===== src/lfr_pkg.sv =====
// ----------------------------------------------------------------------------
// lfr_pkg
// Shared constants and types for the line-editing receive FIFO.
// ----------------------------------------------------------------------------
package lfr_pkg;

  // default ring size in bytes
  localparam int DEPTH_DEFAULT = 64;

  typedef logic [7:0] byte_t;

  // request kinds
  localparam logic KIND_BYTE = 1'b0;
  localparam logic KIND_READ = 1'b1;

  // control characters
  localparam byte_t CH_CR  = 8'h0D;
  localparam byte_t CH_BS  = 8'h08;
  localparam byte_t CH_DEL = 8'h7F;

endpackage


===== src/lfr_if.sv =====
// ----------------------------------------------------------------------------
// lfr_in_if / lfr_out_if
// Valid/ready channels for requests into and line characters out of the FIFO.
// ----------------------------------------------------------------------------
interface lfr_in_if;
  logic          valid;
  logic          ready;
  logic          kind;
  lfr_pkg::byte_t rx_byte;

  modport source (output valid, output kind, output rx_byte, input ready);
  modport sink   (input valid, input kind, input rx_byte, output ready);
endinterface

interface lfr_out_if;
  logic          valid;
  logic          ready;
  lfr_pkg::byte_t line_char;
  logic          got_line;
  logic          last;

  modport source (output valid, output line_char, output got_line, output last,
                  input ready);
  modport sink   (input valid, input line_char, input got_line, input last,
                  output ready);
endinterface


===== src/lfr_ram.sv =====
// ----------------------------------------------------------------------------
// lfr_ram
// Simple dual-port byte RAM, one write and one registered read per cycle.
// ----------------------------------------------------------------------------
module lfr_ram #(
  parameter int DEPTH = lfr_pkg::DEPTH_DEFAULT,
  parameter int AW    = $clog2(DEPTH)
) (
  input  logic           clk,
  input  logic           we,
  input  logic [AW-1:0]  waddr,
  input  lfr_pkg::byte_t wdata,
  input  logic [AW-1:0]  raddr,
  output lfr_pkg::byte_t rdata
);

  lfr_pkg::byte_t mem [DEPTH];

  // write port
  always_ff @(posedge clk) begin
    if (we) begin
      mem[waddr] <= wdata;
    end
  end

  // registered read port
  always_ff @(posedge clk) begin
    rdata <= mem[raddr];
  end

endmodule


===== src/line_edit_receive_fifo_core.sv =====
// ----------------------------------------------------------------------------
// line_edit_receive_fifo_core
// Receive ring buffer that edits lines as bytes arrive and hands out lines.
// ----------------------------------------------------------------------------
// A received byte (kind 0) gives no result: a carriage return sets the
// line-ready flag and is stored, backspace or delete removes the newest
// stored byte, anything else is stored unless the ring (DEPTH-1 bytes
// usable) is full. A read-line request (kind 1) gives one result with
// got_line 0 and last 1 if no line is ready; otherwise it streams the
// stored bytes up to the carriage return, one per cycle while the output
// is not stalled, then a zero terminator with last set. The first result
// passes through the drain state, working on the word the ring RAM read
// out at the request, and then the output register. No new request is
// taken until a read has loaded its last result; received bytes are
// accepted whenever no read is in progress. Output stalls hold the stream
// without losing data.
module line_edit_receive_fifo_core #(
  parameter int DEPTH = lfr_pkg::DEPTH_DEFAULT
) (
  input  logic             clk,
  input  logic             rst,
  lfr_in_if.sink           rx_req,
  lfr_out_if.source        line_out
);

  localparam int AW = $clog2(DEPTH);
  localparam logic [AW-1:0] PTR_LAST = AW'(DEPTH - 1);

  localparam logic ST_IDLE  = 1'b0;
  localparam logic ST_DRAIN = 1'b1;

  logic           state, state_next;
  logic [AW-1:0]  write_ptr, write_ptr_next;
  logic [AW-1:0]  read_ptr, read_ptr_next;
  logic           line_ready, line_ready_next;

  logic [AW-1:0]  wp_inc, wp_dec, rp_inc;
  logic           ring_empty, ring_full;
  logic           req_xfer, out_free;
  logic           ram_we;
  lfr_pkg::byte_t rd_data;

  logic           out_load;
  lfr_pkg::byte_t out_char_next;
  logic           out_got_next, out_last_next;

  // pointer arithmetic with wrap at any depth
  assign wp_inc = (write_ptr == PTR_LAST) ? '0 : write_ptr + 1'b1;
  assign wp_dec = (write_ptr == '0) ? PTR_LAST : write_ptr - 1'b1;
  assign rp_inc = (read_ptr == PTR_LAST) ? '0 : read_ptr + 1'b1;

  assign ring_empty = (read_ptr == write_ptr);
  assign ring_full  = (wp_inc == read_ptr);

  assign rx_req.ready = (state == ST_IDLE);
  assign req_xfer     = rx_req.valid && rx_req.ready;
  assign out_free     = !line_out.valid || line_out.ready;

  // next-state logic for pointers, flag and output load
  always_comb begin
    state_next      = state;
    write_ptr_next  = write_ptr;
    read_ptr_next   = read_ptr;
    line_ready_next = line_ready;
    ram_we          = 1'b0;
    out_load        = 1'b0;
    out_char_next   = '0;
    out_got_next    = 1'b0;
    out_last_next   = 1'b0;
    case (state)
      ST_IDLE: begin
        if (req_xfer) begin
          if (rx_req.kind == lfr_pkg::KIND_READ) begin
            state_next = ST_DRAIN;
          end else begin
            if (rx_req.rx_byte == lfr_pkg::CH_CR) begin
              line_ready_next = 1'b1;
            end
            if (!(rx_req.rx_byte inside {lfr_pkg::CH_BS, lfr_pkg::CH_DEL})) begin
              if (!ring_full) begin
                ram_we         = 1'b1;
                write_ptr_next = wp_inc;
              end
            end else if (!ring_empty) begin
              write_ptr_next = wp_dec;
            end
          end
        end
      end
      ST_DRAIN: begin
        if (out_free) begin
          out_load = 1'b1;
          if (!line_ready) begin
            out_last_next = 1'b1;
            state_next    = ST_IDLE;
          end else if (ring_empty) begin
            out_got_next    = 1'b1;
            out_last_next   = 1'b1;
            line_ready_next = 1'b0;
            state_next      = ST_IDLE;
          end else if (rd_data == lfr_pkg::CH_CR) begin
            // drop the carriage return and terminate
            read_ptr_next   = rp_inc;
            out_got_next    = 1'b1;
            out_last_next   = 1'b1;
            line_ready_next = 1'b0;
            state_next      = ST_IDLE;
          end else begin
            read_ptr_next = rp_inc;
            out_char_next = rd_data;
            out_got_next  = 1'b1;
          end
        end
      end
      default: begin
        state_next = ST_IDLE;
      end
    endcase
  end

  // control registers
  always_ff @(posedge clk) begin
    if (rst) begin
      state      <= ST_IDLE;
      write_ptr  <= '0;
      read_ptr   <= '0;
      line_ready <= 1'b0;
    end else begin
      state      <= state_next;
      write_ptr  <= write_ptr_next;
      read_ptr   <= read_ptr_next;
      line_ready <= line_ready_next;
    end
  end

  // output register
  always_ff @(posedge clk) begin
    if (rst) begin
      line_out.valid <= 1'b0;
    end else if (out_load) begin
      line_out.valid <= 1'b1;
    end else if (line_out.ready) begin
      line_out.valid <= 1'b0;
    end
  end

  always_ff @(posedge clk) begin
    if (out_load) begin
      line_out.line_char <= out_char_next;
      line_out.got_line  <= out_got_next;
      line_out.last      <= out_last_next;
    end
  end

  // ring storage; read address tracks the upcoming read pointer
  lfr_ram #(
    .DEPTH (DEPTH),
    .AW    (AW)
  ) u_ram (
    .clk   (clk),
    .we    (ram_we),
    .waddr (write_ptr),
    .wdata (rx_req.rx_byte),
    .raddr (read_ptr_next),
    .rdata (rd_data)
  );

endmodule

===== src/flat_wrapper.sv =====
// flat-port wrapper written by rule: the top's interface ports become plain ports
module line_edit_receive_fifo_core_flat 
#(
  parameter int DEPTH = lfr_pkg::DEPTH_DEFAULT
)
  (clk, rst, rx_req_valid, rx_req_kind, rx_req_rx_byte, rx_req_ready, line_out_valid, line_out_line_char, line_out_got_line, line_out_last, line_out_ready);
  lfr_in_if rx_req_i ();
  lfr_out_if line_out_i ();
  input  logic clk;
  input  logic rst;
  input wire logic [$bits(rx_req_i.valid)-1:0] rx_req_valid;
  input wire logic [$bits(rx_req_i.kind)-1:0] rx_req_kind;
  input wire logic [$bits(rx_req_i.rx_byte)-1:0] rx_req_rx_byte;
  output wire logic [$bits(rx_req_i.ready)-1:0] rx_req_ready;
  output wire logic [$bits(line_out_i.valid)-1:0] line_out_valid;
  output wire logic [$bits(line_out_i.line_char)-1:0] line_out_line_char;
  output wire logic [$bits(line_out_i.got_line)-1:0] line_out_got_line;
  output wire logic [$bits(line_out_i.last)-1:0] line_out_last;
  input wire logic [$bits(line_out_i.ready)-1:0] line_out_ready;
  assign rx_req_i.valid = rx_req_valid;
  assign rx_req_i.kind = rx_req_kind;
  assign rx_req_i.rx_byte = rx_req_rx_byte;
  assign rx_req_ready = rx_req_i.ready;
  assign line_out_valid = line_out_i.valid;
  assign line_out_line_char = line_out_i.line_char;
  assign line_out_got_line = line_out_i.got_line;
  assign line_out_last = line_out_i.last;
  assign line_out_i.ready = line_out_ready;
  line_edit_receive_fifo_core #(.DEPTH(DEPTH)) u_core (.clk(clk), .rst(rst), .rx_req(rx_req_i), .line_out(line_out_i));
endmodule

===== config.mk =====
export PLATFORM = sky130hd
export DESIGN_NAME = line_edit_receive_fifo_core_flat
export DESIGN_NICKNAME = d
export VERILOG_FILES = /design/src/lfr_pkg.sv /design/src/lfr_if.sv /design/src/lfr_ram.sv /design/src/line_edit_receive_fifo_core.sv /design/src/flat_wrapper.sv
export SDC_FILE = /design/constraint.sdc
export NUM_CORES = 1
export LEC_CHECK = 0
export BUFFER_PORTS_ARGS = -buffer_cell sky130_fd_sc_hd__buf_2
export CAP_MARGIN = 10
export CORE_MARGIN = 3
export CORE_UTILIZATION = 30
export CTS_CLUSTER_DIAMETER = 40
export DETAILED_ROUTE_END_ITERATION = 16
export PLACE_DENSITY = 0.46
export SLEW_MARGIN = 20
export SYNTH_ARGS = -nofsm -noshare
export SYNTH_HDL_FRONTEND = slang
export SYNTH_SLANG_ARGS = --single-unit

===== constraint.sdc =====
create_clock -name clk -period 3.1 [get_ports clk]
set_input_delay 0.31 -clock clk [delete_from_list [all_inputs] [get_ports clk]]
set_output_delay 0.31 -clock clk [all_outputs]
set_load 0.005 [all_outputs]

==> results.toml <==
[detailed_routing]
drc_errors = 0
antenna_left = 0
post_drt_wl_per_cell_um = 24.5
vias = 14800
dr.first_iter.drc_count = 1337
wl_um = 69400
dr.pass1.iters = 5
viasPerCell = 5.24

[cts]
clkTransAtPathRegs_ps = 50
cts_buffer_depth = 3
cts_tree = "built"
root_buffer = "clkbuf_16"
cts.sinks = 545
ctsHtreeMaxLevel = 3
clk_latency_ps = 630
cts-buffers-inserted = 84

[timing]
setup_viol = 1
fin_ws_ps = -31.9
slew_headroom = 0.251
fmax_mhz = 319
worst_pin_slew_ps = 1120
setup_tns_ps = -31.9
finClkSkew_ps = 25.8
finalHoldViolCount = 0
fin_crit_sh = 1.01
min_period_ps = 3130
slew_violations = 0
rsz0062_at_grt = "yes"

[logic_synthesis]
synth.most_common_cell = "edfxtp_1"
syn_area_per_cell_um2 = 13.7
seq_area_frac_synth = 0.725
yosys.area.top_type = "edfxtp_1"
async_flop_share = 0
synth_edf_count = 522
synthTopCellsByArea = "edfxtp_1 70%, nand2_1 4.7%, nand3_1 3.3%, mux2i_1 2.7%, dfxtp_1 2.1%"
synth_cells = 1620
synth.net_count = 1637
ys_ff_latch = 545
synth_top_cells_by_count = "522 x edfxtp_1, 281 x nand2_1, 149 x nand3_1, 90 x nor2_1, 70 x a21oi_1"
synth_cell_type_count = 55
synth_ff_type = "edfxtp_1"
ys_warn_count = 0
netlist.area_leader.share = 0.704
netlist_area_um2 = 22300

[cells_and_area]
syn2layout_area_growth_pct = 29.0
nets = 1816
post-route-util = 0.392
fill_cells = 6819
drive_above_1_share = 0.257
multi_input_area_um2 = 6420
final-seq-area_um2 = 16100

[floorplan]
dieArea_um2 = 77500
die_h_um = 278
rows = 99
core_area_um2 = 73200
initial_core_util = 0.304
ios = 25
fp.dieW_um = 278

[pwr]
powerDensity_nw_per_um2 = 653
ir_drop_mv = 0.342
leakage_nw = 9.55
design_power_total_mw = 18.8

[worst_setup_path]
path_class = "register to register"
path_max_fanout = 12
worstPathArrival_ps = 3650
critPathBufInv = 3
cp_data_required_time_ps = 3610
worst_path_most_repeated_cell = "nand4_1"
cpMaxStageDelayCell = "a2111oi_1"
end_kind = "register"
path_delay_family = "compound AO/OA/AOI/OAI gates"
cp_cell_sequence = "xnor2_2 > buf_4 > nand4_1 > o21ai_4 > buf_6 > mux2_4 > buf_12 > a2111oi_1 > a31oi_4 > nand4_1 > o211ai_1 > a32o_1"
regToRegStartpoint = "u_core.read_ptr[5]"
cp-startpoint = "u_core.read_ptr[5]"
crit_path_start_kind = "register"
slowest_delay_ps = 590

[placement]
port_buffers = 24
gp_congestion = 0.861
dpl.hpwl_um = 43900
pre_cts_slack_ps = -305

[run_status]
violations = "setup timing"
status = "complete, but fails checks"

[min_path]
hold_start = "rst"
hp-class = "input port to register"

[grt]
grt_pass1_wl_um = 99900
grt_pass1_vias = 14800
overflow = 0
grt_max_degree = 71
grtUsageTotal = 0.174
grt_antenna_before_repair = 3

[run]
maxCapViolCount = 0
stage by stage:
| step | hold slack [ps] | instances | area [µm²] |
|---|---|---|---|
| 4_1_cts | 20.3 | 2805 | 27700 |
| 3_3_place_gp | 525 | 2645 | 24700 |
| 3_5_place_dp | 533 | 2645 | 24700 |
| 5_1_grt | 48.8 | 2828 | 28700 |
| 6_report | 50.3 | 2829 | 28700 |
| 2_1_floorplan | 382 | 1620 | 22300 |
layout make-up:
class | count | area share
Multi-Input combinational cell | 959 | 0.223
Sequential cell | 545 | 0.562
Antenna cell | 1 | 0.0000871
Tap cell | 959 | 0.0418
Timing Repair Buffer | 202 | 0.0706
Clock inverter | 62 | 0.0261
Inverter | 7 | 0.000915
Clock buffer | 94 | 0.0752
report_power, final:
group	internal, mW	switching, mW
Combinational	0.340	0.661
Sequential	8.11	0.0269
Clock	6.04	3.59
cell usage in the layout, fill, tap and decap left out, drive strengths merged, types with 3 or more instances in the layout:
cell	n
ha	4
edfxtp	522
inv	19
a211oi	12
a221oi	9
nand3b	3
o22a	8
o2111ai	11
a21oi	70
clkinv	28
mux2i	61
clkbuf	98
nand3	149
o211ai	28
a311oi	8
mux4	9
o311ai	7
xor2	7
a32o	17
nor2	90
and2	9
dfxtp	23
nand4	37
a22oi	9
o21ai	8
buf	196
a32oi	13
or3	3
nand2	281
xnor2	12
a2111oi	21
nor3	4
bufinv	11
a31oi	39
and3	6
a211o	4
clkinvlp	11
final timing paths:
path,cells after the start,to,slack (ps)
worst max-delay path,12,u_core.u_ram.rdata[0],-30
worst max register to register,12,u_core.u_ram.rdata[0],-30
worst min register to register,1,u_core.line_out.line_char[0],550
worst min-delay path,2,u_core.read_ptr[5],50
state kept, by name, indices dropped and copies added, names as in the netlist:
register / count
u_core.read_ptr: 6
u_core.write_ptr: 6
u_core.u_ram.rdata: 8
u_core.state: 1
u_core.line_out.got_line: 1
u_core.line_out.last: 1
u_core.line_ready: 1
u_core.line_out.valid: 1
u_core.u_ram.mem: 512
u_core.line_out.line_char: 8
worst register-to-register path: cells and delay by family, from the launching register on:
family | cells | cell delay (ps)
simple gates | 2 | 300
compound gates | 5 | 1450
flops | 1 | 330
buf+inv | 3 | 440
xor+xnor | 1 | 170
mux | 1 | 330
kinds of logic (layout without fill, tap and decap cells):
group | Yosys count | count (layout) | synth area share
compound gates | 273 | 273 | 0.0882
xor+xnor | 19 | 19 | 0.00747
fa+ha+maj | 4 | 4 | 0.00225
buf+inv | 116 | 365 | 0.0229
flops | 545 | 545 | 0.725
mux | 72 | 72 | 0.0377
other cells | 0 | 1 | 0
simple gates | 591 | 591 | 0.117
per-layer routing:
layer  up-vias  global-route usage  wire length (µm)
met4         2              0.0608              2030
li1       6666                   -                 -
met3       118              0.0393              4230
met2       496               0.274             32000
met5         -                   0                16
met1      7528               0.239             31200
what timing repair did:
action / in CTS / in global routing
setup endpoints to repair: 252 / 473
resized for setup: 39 / 169
pin swaps: 0 / 19
buffers inserted: 2 / 19
hold buffers: 2 / 0
cloned: 0 / 5
endpoints found under the hold margin: 1 / 0
Note: power is estimated with default switching activity, not from simulation.
